--- src/sv/thkr_pkg.sv ---
// Shared types and constants of the tap/hold key resolver.
// Used by the channel interfaces' users, the front end, the back end and the top level.
package thkr_pkg;

  localparam int unsigned QUEUE_DEPTH = 2;

  localparam logic [15:0] TAPPING_TERM_RST  = 16'd200;
  localparam logic        HOLD_OTHER_RST    = 1'b0;
  localparam logic [7:0]  TAP_TIMEOUT_RST   = 8'd20;

  typedef enum logic [1:0] {
    CFG_TAPPING_TERM = 2'd0,
    CFG_HOLD_OTHER   = 2'd1,
    CFG_TAP_TIMEOUT  = 2'd2
  } thkr_cfg_idx_t;

  typedef enum logic [1:0] {
    KIND_ORDINARY  = 2'd0,
    KIND_MOD_TAP   = 2'd1,
    KIND_LAYER_TAP = 2'd2
  } thkr_kind_t;

  typedef enum logic [1:0] {
    PH_IDLE      = 2'd0,
    PH_UNDECIDED = 2'd1,
    PH_HELD      = 2'd2
  } thkr_phase_t;

  typedef enum logic [2:0] {
    HA_NONE      = 3'd0,
    HA_MODS_ON   = 3'd1,
    HA_MODS_OFF  = 3'd2,
    HA_LAYER_ON  = 3'd3,
    HA_LAYER_OFF = 3'd4
  } thkr_hold_act_t;

  typedef enum logic [1:0] {
    TA_NONE  = 2'd0,
    TA_REG   = 2'd1,
    TA_UNREG = 2'd2
  } thkr_tap_act_t;

  // One classified request as it sits in the queue.
  typedef struct packed {
    logic        is_tick;
    logic        is_dual;
    logic        is_layer;
    logic [31:0] now_ms;
    logic [3:0]  key_row;
    logic [4:0]  key_col;
    logic        is_press;
    logic [7:0]  hold_mod_mask;
    logic [3:0]  hold_layer_num;
    logic [7:0]  tap_key_code;
    logic        host_flushed;
  } thkr_item_t;

  typedef struct packed {
    logic       valid;
    thkr_item_t item;
  } thkr_qhead_t;

  typedef struct packed {
    thkr_phase_t phase;
    logic        release_pending;
  } thkr_stat_t;

endpackage

--- src/sv/thkr_in_if.sv ---
// Input request channel of the tap/hold key resolver.
// Stand-alone valid/ready interface; no package dependency.
interface thkr_in_if;
  logic        valid;
  logic        ready;
  logic        cmd;
  logic [31:0] now_ms;
  logic [3:0]  key_row;
  logic [4:0]  key_col;
  logic        is_press;
  logic [1:0]  key_kind;
  logic [7:0]  hold_mod_mask;
  logic [3:0]  hold_layer_num;
  logic [7:0]  tap_key_code;
  logic        host_flushed;

  modport source (
    output valid, cmd, now_ms, key_row, key_col, is_press, key_kind,
           hold_mod_mask, hold_layer_num, tap_key_code, host_flushed,
    input  ready
  );

  modport sink (
    input  valid, cmd, now_ms, key_row, key_col, is_press, key_kind,
           hold_mod_mask, hold_layer_num, tap_key_code, host_flushed,
    output ready
  );
endinterface

--- src/sv/thkr_out_if.sv ---
// Result channel of the tap/hold key resolver.
// Stand-alone valid/ready interface; no package dependency.
interface thkr_out_if;
  logic       valid;
  logic       ready;
  logic       pass_on;
  logic       tap_counted;
  logic [2:0] hold_action;
  logic [7:0] action_mods;
  logic [3:0] action_layer;
  logic [1:0] tap_action;
  logic [7:0] tap_code_out;

  modport source (
    output valid, pass_on, tap_counted, hold_action, action_mods, action_layer,
           tap_action, tap_code_out,
    input  ready
  );

  modport sink (
    input  valid, pass_on, tap_counted, hold_action, action_mods, action_layer,
           tap_action, tap_code_out,
    output ready
  );
endinterface

--- src/sv/thkr_front.sv ---
// Front end: accepts requests, classifies them and holds them in a short queue.
// Depends on thkr_pkg and thkr_in_if.
module thkr_front #(
  parameter int unsigned QDEPTH = thkr_pkg::QUEUE_DEPTH
) (
  input  logic                clk,
  input  logic                rst_n,
  thkr_in_if.sink             in_ch,
  input  logic                pop,
  output thkr_pkg::thkr_qhead_t head
);

  localparam int unsigned PW = $clog2(QDEPTH);
  localparam int unsigned CW = $clog2(QDEPTH + 1);

  thkr_pkg::thkr_item_t q_r [QDEPTH];
  thkr_pkg::thkr_item_t item_in;

  logic [PW-1:0] wr_ptr_r, wr_ptr_nxt;
  logic [PW-1:0] rd_ptr_r, rd_ptr_nxt;
  logic [CW-1:0] cnt_r, cnt_nxt;
  logic          push;
  logic          do_pop;

  assign in_ch.ready = (cnt_r < CW'(QDEPTH));
  assign push        = in_ch.valid && in_ch.ready;
  assign do_pop      = pop && (cnt_r != '0);

  // Kind code 3 has no meaning and falls in with ordinary keys.
  always_comb begin
    item_in.is_tick        = in_ch.cmd;
    item_in.is_dual        = (in_ch.key_kind == thkr_pkg::KIND_MOD_TAP) ||
                             (in_ch.key_kind == thkr_pkg::KIND_LAYER_TAP);
    item_in.is_layer       = (in_ch.key_kind == thkr_pkg::KIND_LAYER_TAP);
    item_in.now_ms         = in_ch.now_ms;
    item_in.key_row        = in_ch.key_row;
    item_in.key_col        = in_ch.key_col;
    item_in.is_press       = in_ch.is_press;
    item_in.hold_mod_mask  = in_ch.hold_mod_mask;
    item_in.hold_layer_num = in_ch.hold_layer_num;
    item_in.tap_key_code   = in_ch.tap_key_code;
    item_in.host_flushed   = in_ch.host_flushed;
  end

  always_comb begin
    wr_ptr_nxt = wr_ptr_r;
    rd_ptr_nxt = rd_ptr_r;
    cnt_nxt    = cnt_r;
    if (push) begin
      wr_ptr_nxt = (wr_ptr_r == PW'(QDEPTH - 1)) ? '0 : wr_ptr_r + 1'b1;
    end
    if (do_pop) begin
      rd_ptr_nxt = (rd_ptr_r == PW'(QDEPTH - 1)) ? '0 : rd_ptr_r + 1'b1;
    end
    if (push && !do_pop) begin
      cnt_nxt = cnt_r + 1'b1;
    end else if (!push && do_pop) begin
      cnt_nxt = cnt_r - 1'b1;
    end
  end

  always_ff @(posedge clk) begin
    if (!rst_n) begin
      wr_ptr_r <= '0;
      rd_ptr_r <= '0;
      cnt_r    <= '0;
    end else begin
      wr_ptr_r <= wr_ptr_nxt;
      rd_ptr_r <= rd_ptr_nxt;
      cnt_r    <= cnt_nxt;
    end
  end

  always_ff @(posedge clk) begin
    if (push) begin
      q_r[wr_ptr_r] <= item_in;
    end
  end

  assign head.valid = (cnt_r != '0);
  assign head.item  = q_r[rd_ptr_r];

endmodule

--- src/sv/thkr_back.sv ---
// Back end: resolves the queued request against the tap/hold state and
// registers the result. Holds the configuration registers. Depends on thkr_pkg.
module thkr_back (
  input  logic                  clk,
  input  logic                  rst_n,
  input  logic                  cfg_we,
  input  logic [1:0]            cfg_idx,
  input  logic [15:0]           cfg_wdata,
  input  thkr_pkg::thkr_qhead_t head,
  output logic                  pop,
  thkr_out_if.source            out_ch,
  output thkr_pkg::thkr_stat_t  stat
);

  // Configuration
  logic [15:0] term_r;
  logic        hold_other_r;
  logic [7:0]  timeout_r;

  // Resolver state
  thkr_pkg::thkr_phase_t phase_r, phase_nxt;
  logic [3:0]  pending_row_r, pending_row_nxt;
  logic [4:0]  pending_col_r, pending_col_nxt;
  logic        pending_is_layer_r, pending_is_layer_nxt;
  logic [7:0]  pending_mods_r, pending_mods_nxt;
  logic [3:0]  pending_layer_r, pending_layer_nxt;
  logic [7:0]  pending_tap_code_r, pending_tap_code_nxt;
  logic [31:0] press_time_r, press_time_nxt;
  logic [7:0]  kept_mods_r, kept_mods_nxt;
  logic [3:0]  kept_layer_r, kept_layer_nxt;
  logic        kept_is_layer_r, kept_is_layer_nxt;
  logic        rel_pend_r, rel_pend_nxt;
  logic [7:0]  release_code_r, release_code_nxt;
  logic [31:0] tap_time_r, tap_time_nxt;

  // Result register
  logic                     out_valid_r, out_valid_nxt;
  logic                     pass_r, pass_nxt;
  logic                     tap_cnt_r, tap_cnt_nxt;
  thkr_pkg::thkr_hold_act_t ha_r, ha_nxt;
  logic [7:0]               amods_r, amods_nxt;
  logic [3:0]               alayer_r, alayer_nxt;
  thkr_pkg::thkr_tap_act_t  ta_r, ta_nxt;
  logic [7:0]               tcode_r, tcode_nxt;

  thkr_pkg::thkr_item_t it;
  logic [31:0] since_press;
  logic [31:0] since_tap;
  logic        other_pos;
  logic        do_hold, do_unreg, do_new, do_tap, do_end;

  assign it  = head.item;
  assign pop = head.valid && (!out_valid_r || out_ch.ready);

  assign since_press = it.now_ms - press_time_r;
  assign since_tap   = it.now_ms - tap_time_r;
  assign other_pos   = (it.key_row != pending_row_r) || (it.key_col != pending_col_r);

  // Decide what this request does.
  always_comb begin
    do_hold  = 1'b0;
    do_unreg = 1'b0;
    do_new   = 1'b0;
    do_tap   = 1'b0;
    do_end   = 1'b0;
    pass_nxt = 1'b0;
    if (it.is_tick) begin
      do_hold  = (phase_r == thkr_pkg::PH_UNDECIDED) && (since_press >= {16'b0, term_r});
      do_unreg = rel_pend_r && (it.host_flushed || (since_tap > {24'b0, timeout_r}));
    end else if ((phase_r != thkr_pkg::PH_IDLE) && other_pos) begin
      do_hold  = it.is_press && (phase_r == thkr_pkg::PH_UNDECIDED) && hold_other_r;
      pass_nxt = 1'b1;
    end else if (it.is_dual) begin
      if (it.is_press) begin
        // A repeat press while undecided holds the old key first.
        do_hold = (phase_r == thkr_pkg::PH_UNDECIDED);
        do_new  = 1'b1;
      end else if (phase_r == thkr_pkg::PH_UNDECIDED) begin
        do_tap = 1'b1;
      end else if (phase_r == thkr_pkg::PH_HELD) begin
        do_end = 1'b1;
      end
    end else begin
      pass_nxt = 1'b1;
    end
  end

  // Phase transitions.
  always_comb begin
    priority if (do_new) begin
      phase_nxt = thkr_pkg::PH_UNDECIDED;
    end else if (do_hold) begin
      phase_nxt = thkr_pkg::PH_HELD;
    end else if (do_tap || do_end) begin
      phase_nxt = thkr_pkg::PH_IDLE;
    end else begin
      phase_nxt = phase_r;
    end
  end

  // Result fields and record updates.
  always_comb begin
    pending_row_nxt      = pending_row_r;
    pending_col_nxt      = pending_col_r;
    pending_is_layer_nxt = pending_is_layer_r;
    pending_mods_nxt     = pending_mods_r;
    pending_layer_nxt    = pending_layer_r;
    pending_tap_code_nxt = pending_tap_code_r;
    press_time_nxt       = press_time_r;
    kept_mods_nxt        = kept_mods_r;
    kept_layer_nxt       = kept_layer_r;
    kept_is_layer_nxt    = kept_is_layer_r;
    rel_pend_nxt         = rel_pend_r;
    release_code_nxt     = release_code_r;
    tap_time_nxt         = tap_time_r;
    tap_cnt_nxt          = 1'b0;
    ha_nxt               = thkr_pkg::HA_NONE;
    amods_nxt            = '0;
    alayer_nxt           = '0;
    ta_nxt               = thkr_pkg::TA_NONE;
    tcode_nxt            = '0;

    if (do_hold) begin
      if (pending_is_layer_r) begin
        kept_layer_nxt    = pending_layer_r;
        kept_is_layer_nxt = 1'b1;
        ha_nxt            = thkr_pkg::HA_LAYER_ON;
        alayer_nxt        = pending_layer_r;
      end else begin
        kept_mods_nxt     = pending_mods_r;
        kept_is_layer_nxt = 1'b0;
        ha_nxt            = thkr_pkg::HA_MODS_ON;
        amods_nxt         = pending_mods_r;
      end
    end
    if (do_end) begin
      if (kept_is_layer_r) begin
        ha_nxt     = thkr_pkg::HA_LAYER_OFF;
        alayer_nxt = kept_layer_r;
      end else begin
        ha_nxt    = thkr_pkg::HA_MODS_OFF;
        amods_nxt = kept_mods_r;
      end
    end
    if (do_new) begin
      pending_row_nxt      = it.key_row;
      pending_col_nxt      = it.key_col;
      pending_is_layer_nxt = it.is_layer;
      pending_mods_nxt     = it.hold_mod_mask;
      pending_layer_nxt    = it.hold_layer_num;
      pending_tap_code_nxt = it.tap_key_code;
      press_time_nxt       = it.now_ms;
    end
    if (do_tap) begin
      release_code_nxt = pending_tap_code_r;
      rel_pend_nxt     = 1'b1;
      tap_time_nxt     = it.now_ms;
      tap_cnt_nxt      = 1'b1;
      ta_nxt           = thkr_pkg::TA_REG;
      tcode_nxt        = pending_tap_code_r;
    end
    if (do_unreg) begin
      rel_pend_nxt = 1'b0;
      ta_nxt       = thkr_pkg::TA_UNREG;
      tcode_nxt    = release_code_r;
    end
  end

  always_comb begin
    if (pop) begin
      out_valid_nxt = 1'b1;
    end else if (out_ch.ready) begin
      out_valid_nxt = 1'b0;
    end else begin
      out_valid_nxt = out_valid_r;
    end
  end

  always_ff @(posedge clk) begin
    if (!rst_n) begin
      term_r       <= thkr_pkg::TAPPING_TERM_RST;
      hold_other_r <= thkr_pkg::HOLD_OTHER_RST;
      timeout_r    <= thkr_pkg::TAP_TIMEOUT_RST;
    end else if (cfg_we) begin
      unique case (thkr_pkg::thkr_cfg_idx_t'(cfg_idx))
        thkr_pkg::CFG_TAPPING_TERM: term_r       <= cfg_wdata;
        thkr_pkg::CFG_HOLD_OTHER:   hold_other_r <= cfg_wdata[0];
        thkr_pkg::CFG_TAP_TIMEOUT:  timeout_r    <= cfg_wdata[7:0];
        default: ;
      endcase
    end
  end

  always_ff @(posedge clk) begin
    if (!rst_n) begin
      phase_r            <= thkr_pkg::PH_IDLE;
      pending_row_r      <= '0;
      pending_col_r      <= '0;
      pending_is_layer_r <= 1'b0;
      pending_mods_r     <= '0;
      pending_layer_r    <= '0;
      pending_tap_code_r <= '0;
      press_time_r       <= '0;
      kept_mods_r        <= '0;
      kept_layer_r       <= '0;
      kept_is_layer_r    <= 1'b0;
      rel_pend_r         <= 1'b0;
      release_code_r     <= '0;
      tap_time_r         <= '0;
      out_valid_r        <= 1'b0;
    end else begin
      out_valid_r <= out_valid_nxt;
      if (pop) begin
        phase_r            <= phase_nxt;
        pending_row_r      <= pending_row_nxt;
        pending_col_r      <= pending_col_nxt;
        pending_is_layer_r <= pending_is_layer_nxt;
        pending_mods_r     <= pending_mods_nxt;
        pending_layer_r    <= pending_layer_nxt;
        pending_tap_code_r <= pending_tap_code_nxt;
        press_time_r       <= press_time_nxt;
        kept_mods_r        <= kept_mods_nxt;
        kept_layer_r       <= kept_layer_nxt;
        kept_is_layer_r    <= kept_is_layer_nxt;
        rel_pend_r         <= rel_pend_nxt;
        release_code_r     <= release_code_nxt;
        tap_time_r         <= tap_time_nxt;
      end
    end
  end

  always_ff @(posedge clk) begin
    if (pop) begin
      pass_r    <= pass_nxt;
      tap_cnt_r <= tap_cnt_nxt;
      ha_r      <= ha_nxt;
      amods_r   <= amods_nxt;
      alayer_r  <= alayer_nxt;
      ta_r      <= ta_nxt;
      tcode_r   <= tcode_nxt;
    end
  end

  assign out_ch.valid        = out_valid_r;
  assign out_ch.pass_on      = pass_r;
  assign out_ch.tap_counted  = tap_cnt_r;
  assign out_ch.hold_action  = ha_r;
  assign out_ch.action_mods  = amods_r;
  assign out_ch.action_layer = alayer_r;
  assign out_ch.tap_action   = ta_r;
  assign out_ch.tap_code_out = tcode_r;

  assign stat.phase           = phase_r;
  assign stat.release_pending = rel_pend_r;

endmodule

--- src/sv/tap_hold_key_resolver.sv ---
// Tap/hold resolver for dual-role keys: one result per accepted request.
// A request is written into the queue, then resolved combinationally into the result
// register, where the result waits until the result channel takes it.
// Throughput: one request per cycle while the result channel is ready.
// Reset (synchronous, rst_n low): queue empty, phase idle, all records cleared,
// configuration back to 200 ms term, no hold on other press, 20 ms tap timeout.
module tap_hold_key_resolver #(
  parameter int unsigned QDEPTH = thkr_pkg::QUEUE_DEPTH
) (
  input  logic        clk,
  input  logic        rst_n,
  thkr_in_if.sink     in_ch,
  thkr_out_if.source  out_ch,
  input  logic        cfg_we,
  input  logic [1:0]  cfg_idx,
  input  logic [15:0] cfg_wdata
);

  thkr_pkg::thkr_qhead_t head;
  thkr_pkg::thkr_stat_t  stat;
  logic                  pop;

  thkr_front #(
    .QDEPTH (QDEPTH)
  ) u_front (
    .clk   (clk),
    .rst_n (rst_n),
    .in_ch (in_ch),
    .pop   (pop),
    .head  (head)
  );

  thkr_back u_back (
    .clk       (clk),
    .rst_n     (rst_n),
    .cfg_we    (cfg_we),
    .cfg_idx   (cfg_idx),
    .cfg_wdata (cfg_wdata),
    .head      (head),
    .pop       (pop),
    .out_ch    (out_ch),
    .stat      (stat)
  );

  // A tap is only registered from an undecided key.
  a_rel_from_undecided: assert property (@(posedge clk) disable iff (!rst_n)
    $rose(stat.release_pending) |-> $past(stat.phase) == thkr_pkg::PH_UNDECIDED)
    else $error("release pending set without an undecided key");

  a_tap_counted_reg: assert property (@(posedge clk) disable iff (!rst_n)
    out_ch.valid && out_ch.tap_counted |-> out_ch.tap_action == thkr_pkg::TA_REG)
    else $error("tap counted without tap registration");

  // Events passed on to the key handler never end a hold.
  a_pass_no_hold_end: assert property (@(posedge clk) disable iff (!rst_n)
    out_ch.valid && out_ch.pass_on |->
      out_ch.hold_action != thkr_pkg::HA_MODS_OFF &&
      out_ch.hold_action != thkr_pkg::HA_LAYER_OFF)
    else $error("passed-on event ended a hold");

  a_no_action_no_args: assert property (@(posedge clk) disable iff (!rst_n)
    out_ch.valid && out_ch.hold_action == thkr_pkg::HA_NONE |->
      out_ch.action_mods == 8'd0 && out_ch.action_layer == 4'd0)
    else $error("action arguments set without a hold action");

endmodule
--- src/flat_wrapper.sv ---
// flat-port wrapper written by rule: the top's interface ports become plain ports
module tap_hold_key_resolver_flat 
#(
  parameter int unsigned QDEPTH = thkr_pkg::QUEUE_DEPTH
)
  (clk, rst_n, cfg_we, cfg_idx, cfg_wdata, in_ch_valid, in_ch_cmd, in_ch_now_ms, in_ch_key_row, in_ch_key_col, in_ch_is_press, in_ch_key_kind, in_ch_hold_mod_mask, in_ch_hold_layer_num, in_ch_tap_key_code, in_ch_host_flushed, in_ch_ready, out_ch_valid, out_ch_pass_on, out_ch_tap_counted, out_ch_hold_action, out_ch_action_mods, out_ch_action_layer, out_ch_tap_action, out_ch_tap_code_out, out_ch_ready);
  thkr_in_if in_ch_i ();
  thkr_out_if out_ch_i ();
  input  logic clk;
  input  logic rst_n;
  input  logic cfg_we;
  input  logic [1:0] cfg_idx;
  input  logic [15:0] cfg_wdata;
  input wire logic [$bits(in_ch_i.valid)-1:0] in_ch_valid;
  input wire logic [$bits(in_ch_i.cmd)-1:0] in_ch_cmd;
  input wire logic [$bits(in_ch_i.now_ms)-1:0] in_ch_now_ms;
  input wire logic [$bits(in_ch_i.key_row)-1:0] in_ch_key_row;
  input wire logic [$bits(in_ch_i.key_col)-1:0] in_ch_key_col;
  input wire logic [$bits(in_ch_i.is_press)-1:0] in_ch_is_press;
  input wire logic [$bits(in_ch_i.key_kind)-1:0] in_ch_key_kind;
  input wire logic [$bits(in_ch_i.hold_mod_mask)-1:0] in_ch_hold_mod_mask;
  input wire logic [$bits(in_ch_i.hold_layer_num)-1:0] in_ch_hold_layer_num;
  input wire logic [$bits(in_ch_i.tap_key_code)-1:0] in_ch_tap_key_code;
  input wire logic [$bits(in_ch_i.host_flushed)-1:0] in_ch_host_flushed;
  output wire logic [$bits(in_ch_i.ready)-1:0] in_ch_ready;
  output wire logic [$bits(out_ch_i.valid)-1:0] out_ch_valid;
  output wire logic [$bits(out_ch_i.pass_on)-1:0] out_ch_pass_on;
  output wire logic [$bits(out_ch_i.tap_counted)-1:0] out_ch_tap_counted;
  output wire logic [$bits(out_ch_i.hold_action)-1:0] out_ch_hold_action;
  output wire logic [$bits(out_ch_i.action_mods)-1:0] out_ch_action_mods;
  output wire logic [$bits(out_ch_i.action_layer)-1:0] out_ch_action_layer;
  output wire logic [$bits(out_ch_i.tap_action)-1:0] out_ch_tap_action;
  output wire logic [$bits(out_ch_i.tap_code_out)-1:0] out_ch_tap_code_out;
  input wire logic [$bits(out_ch_i.ready)-1:0] out_ch_ready;
  assign in_ch_i.valid = in_ch_valid;
  assign in_ch_i.cmd = in_ch_cmd;
  assign in_ch_i.now_ms = in_ch_now_ms;
  assign in_ch_i.key_row = in_ch_key_row;
  assign in_ch_i.key_col = in_ch_key_col;
  assign in_ch_i.is_press = in_ch_is_press;
  assign in_ch_i.key_kind = in_ch_key_kind;
  assign in_ch_i.hold_mod_mask = in_ch_hold_mod_mask;
  assign in_ch_i.hold_layer_num = in_ch_hold_layer_num;
  assign in_ch_i.tap_key_code = in_ch_tap_key_code;
  assign in_ch_i.host_flushed = in_ch_host_flushed;
  assign in_ch_ready = in_ch_i.ready;
  assign out_ch_valid = out_ch_i.valid;
  assign out_ch_pass_on = out_ch_i.pass_on;
  assign out_ch_tap_counted = out_ch_i.tap_counted;
  assign out_ch_hold_action = out_ch_i.hold_action;
  assign out_ch_action_mods = out_ch_i.action_mods;
  assign out_ch_action_layer = out_ch_i.action_layer;
  assign out_ch_tap_action = out_ch_i.tap_action;
  assign out_ch_tap_code_out = out_ch_i.tap_code_out;
  assign out_ch_i.ready = out_ch_ready;
  tap_hold_key_resolver #(.QDEPTH(QDEPTH)) u_core (.clk(clk), .rst_n(rst_n), .in_ch(in_ch_i), .out_ch(out_ch_i), .cfg_we(cfg_we), .cfg_idx(cfg_idx), .cfg_wdata(cfg_wdata));
endmodule
--- config.mk ---
export PLATFORM = sky130hd
export DESIGN_NAME = tap_hold_key_resolver_flat
export DESIGN_NICKNAME = d
export VERILOG_FILES = /design/src/sv/thkr_pkg.sv /design/src/sv/thkr_in_if.sv /design/src/sv/thkr_out_if.sv /design/src/sv/thkr_front.sv /design/src/sv/thkr_back.sv /design/src/sv/tap_hold_key_resolver.sv /design/src/flat_wrapper.sv
export SDC_FILE = /design/constraint.sdc
export NUM_CORES = 1
export LEC_CHECK = 0
export ABC_AREA = 1
export BUFFER_PORTS_ARGS = -buffer_cell sky130_fd_sc_hd__buf_2
export CAP_MARGIN = 30
export CELL_PAD_IN_SITES_DETAIL_PLACEMENT = 2
export CELL_PAD_IN_SITES_GLOBAL_PLACEMENT = 2
export CORE_UTILIZATION = 33
export CTS_BUF_LIST = sky130_fd_sc_hd__clkbuf_4 sky130_fd_sc_hd__clkbuf_8 sky130_fd_sc_hd__clkbuf_16
export DETAILED_ROUTE_END_ITERATION = 8
export GPL_TIMING_DRIVEN = 0
export PLACE_DENSITY_LB_ADDON = 0.1
export SKIP_CTS_REPAIR_TIMING = 1
export SYNTH_ARGS = -nofsm -noshare
export SYNTH_HDL_FRONTEND = slang
export SYNTH_SLANG_ARGS = --single-unit
--- constraint.sdc ---
create_clock -name clk -period 3.8 [get_ports clk]
set_input_delay 0.57 -clock clk [delete_from_list [all_inputs] [get_ports clk]]
set_output_delay 0.57 -clock clk [all_outputs]
set_load 0.05 [all_outputs]
==> impl_metrics.toml <==
[run_status]
violations = "negative setup slack"
status = "finished with violations"

[logic_synthesis]
yosys.area.top_type = "edfxtp_1"
ys_seq_area_share_pct = 47.18
synth-main-ff-cell = "edfxtp_1"
synth_fp_nets = 2261
avgSynthCellArea_um2 = 7.904
synth_cells = 2080
yosysMostFrequentCell = "nand2_1"
synth-edff-count = 159
yosys_warnings = 0
ys_ff_latch = 308
syn-cell-area_um2 = 16440
ys_async_sr_fraction_pct = 0
synthTopCellsByArea = "edfxtp_1 29%, dfxtp_1 18%, nand2_1 14%, ha_1 6.8%, inv_1 6.5%"
synth_top_area_share_pct = 29.04
ys_types = 48
ys_top_cells_by_count = "597 x nand2_1, 284 x inv_1, 176 x nor2_1"

[sta]
fin_tns_setup_ns = -13.89
worst_pin_slew_ns = 1.148
setup_ws_ns = -0.4362
report.final.slew_viol_count = 0
setup_viol = 39
timing.final.crit_share_pct = 111.5
finalCriticalPeriod_ns = 4.236
hold_viol = 0
fin_skew_ns = 0.03747
fmax_mhz = 236.1
slew_headroom_pct = 23.18
rsz0062_at_grt = "true"

[drt]
dr.pass1.iters = 5
via_count = 15198
drc_errors = 0
post_drt_wl_per_cell_um = 21.84
drt_wl_total_um = 65440
ant_nets = 0
routed_via_density = 5.073
drt_iter0_drc = 528

[place]
place.gp.congestion = 0.8964
place_area_um2 = 18040
post-dp-hpwl_um = 46980
io_buffers = 116

[final_layout]
num-nets-final = 2487
fin_util_pct = 43.50
fillCellCount = 5447
area_delta_synth_final_pct = 29.79
multi_input_area_um2 = 8723
n_antenna_cell = 0
seqCellArea_um2 = 7761
fin_area_um2 = 21340
drive_gt1_share_pct = 22.60

[critical_path]
critPathCaptureType = "register"
critical_path_class = "register to register"
cpPeakStageDelay_ns = 0.37
critPathRequiredTime_ns = 4.12
crit_path_max_fanout = 6
crit_slowest_cell = "dfxtp_4"
cp-start-kind = "register"
critPathArrivalTime_ns = 4.56

[grt]
grt_overflow = 0
grt_antenna_before_repair = 6
grt_max_degree = 29
grt_usage_pct = 23.77
grt_pass1_vias = 15986
grt_pass1_wl_um = 91220

[die]
io_pins = 118
die-area_um2 = 50720
initial_core_util_pct = 33.52
num_rows = 81
die_w_um = 225.2
core_area_um2 = 49050
die_y_um = 225.2

[clock_tree]
clock_sinks = 308
cts_made_buffers = 37
clockBufferDepth = 3
clk_latency_ns = 0.58
clk_pin_slew_worst_paths_ns = 0.06
root_buffer = "clkbuf_16"
cts_tree = "built"
ctsHtreeMaxLevel = 2

[min_path]
min_path_type = "primary input to register"

[run]
maxCapViolCount = 0

[power_and_ir_drop]
power.density_nw_per_um2 = 918.6
peakVddDrop_mv = 0.3715
p_leak_nw = 9.205
-- registers in the layout, indices dropped and copies added, names as in the netlist, 16 cells and up, named ones only --
name / flops
u_core.u_back.tap_time_r: 32
u_core.u_back.press_time_r: 32
u_core.u_back.term_r: 16
u_core.u_front.q_r: 132
-- worst paths after layout --
kind | from | end | slack, ns | cells after the start
worst max register to register | register | u_core.u_back.out_ch.action_layer[2] | -0.44 | 31
worst max-delay path | register | u_core.u_back.out_ch.action_layer[2] | -0.44 | 31
worst min register to register | u_core.u_back.press_time_r[26] | u_core.u_back.press_time_r[26] | 0.46 | 2
worst min-delay path | in_ch_hold_mod_mask[4] | u_core.u_front.q_r[1][17] | 0.19 | 1
-- cells in the final DEF, fill, tap and decap left out, drive strengths merged, types with 2 or more instances in the layout --
cell type  Yosys  routed
clkbuf        34      79
or2            5       5
a31oi         22      22
xor2          29      29
a211oi        17      17
nand4         20      21
clkinv         3      19
o21ai        143     143
mux2i          8       8
nor4           2       2
nor2         176     176
ha            90      90
dfxtp        149     149
inv          290     291
a21oi        151     151
buf           22     209
bufinv         0       2
nand2        602     602
edfxtp       159     159
and2           3       3
o21bai         2       2
nand3         93      93
fa             2       2
o21a           7       7
nand3b        11      11
o211ai         6       6
nor3          20      20
xnor2          8       8
-- cell type report --
type | count | area share [%]
Tap cell | 664 | 3.893
Timing Repair Buffer | 187 | 6.157
Clock buffer | 46 | 4.743
Inverter | 293 | 5.236
Sequential cell | 308 | 36.37
Buffer | 55 | 1.888
Multi-Input combinational cell | 1424 | 40.88
Clock inverter | 19 | 0.8326
-- kinds of logic (layout without fill, tap and decap cells) --
kind of cell	count (synthesis)	after routing	share of synthesized area, %
buf+inv	349	600	8.288
xor+xnor	37	37	1.971
compound gates	352	352	11.71
fa+ha+maj	92	92	7.093
mux	8	8	0.4871
flops	308	308	47.18
simple gates	934	935	23.26
-- per-stage QoR --
| stage | cells | worst slack [ns] | power [mW] | hold slack [ns] |
|---|---|---|---|---|
| 4_1_cts | 2932 | -1.778 | 17.17 | 0.1649 |
| 3_5_place_dp | 2867 | -1.676 | 13.53 | 0.4519 |
| 6_report | 2996 | -0.4362 | 19.60 | 0.1867 |
| 2_1_floorplan | 2080 | 0.005847 | 10.40 | 0.4257 |
| 5_1_grt | 2996 | -0.6335 | 20.91 | 0.1699 |
| 3_3_place_gp | 2860 | -1.541 | 13.10 | 0.4370 |
-- critical path, delay by kind of cell, from the launching register on --
family / cells / cell delay (ns)
DFF: 1 / 0.37
AOI/OAI and AO/OA: 1 / 0.20
and+or+nand+nor: 22 / 2.01
buffers and inverters: 5 / 0.67
adders and majority gates: 2 / 0.52
xor gates and xnor gates: 1 / 0.19
-- metal layers --
layer	up-vias	global-route usage [%]	share of wire, %
met5	-	0	0.13
met3	110	3.937	3.1
li1	7267	-	-
met2	216	43.52	52
met1	7593	28.68	42
met4	12	5.925	2.9
-- power by group --
| part | switching, mW | internal [mW] |
|---|---|---|
| registers | 0.242 | 4.10 |
| clock network | 1.50 | 2.04 |
| logic | 7.57 | 4.15 |
| total | 9.32 | 10.3 |
Power figures use the tool's default switching activity.
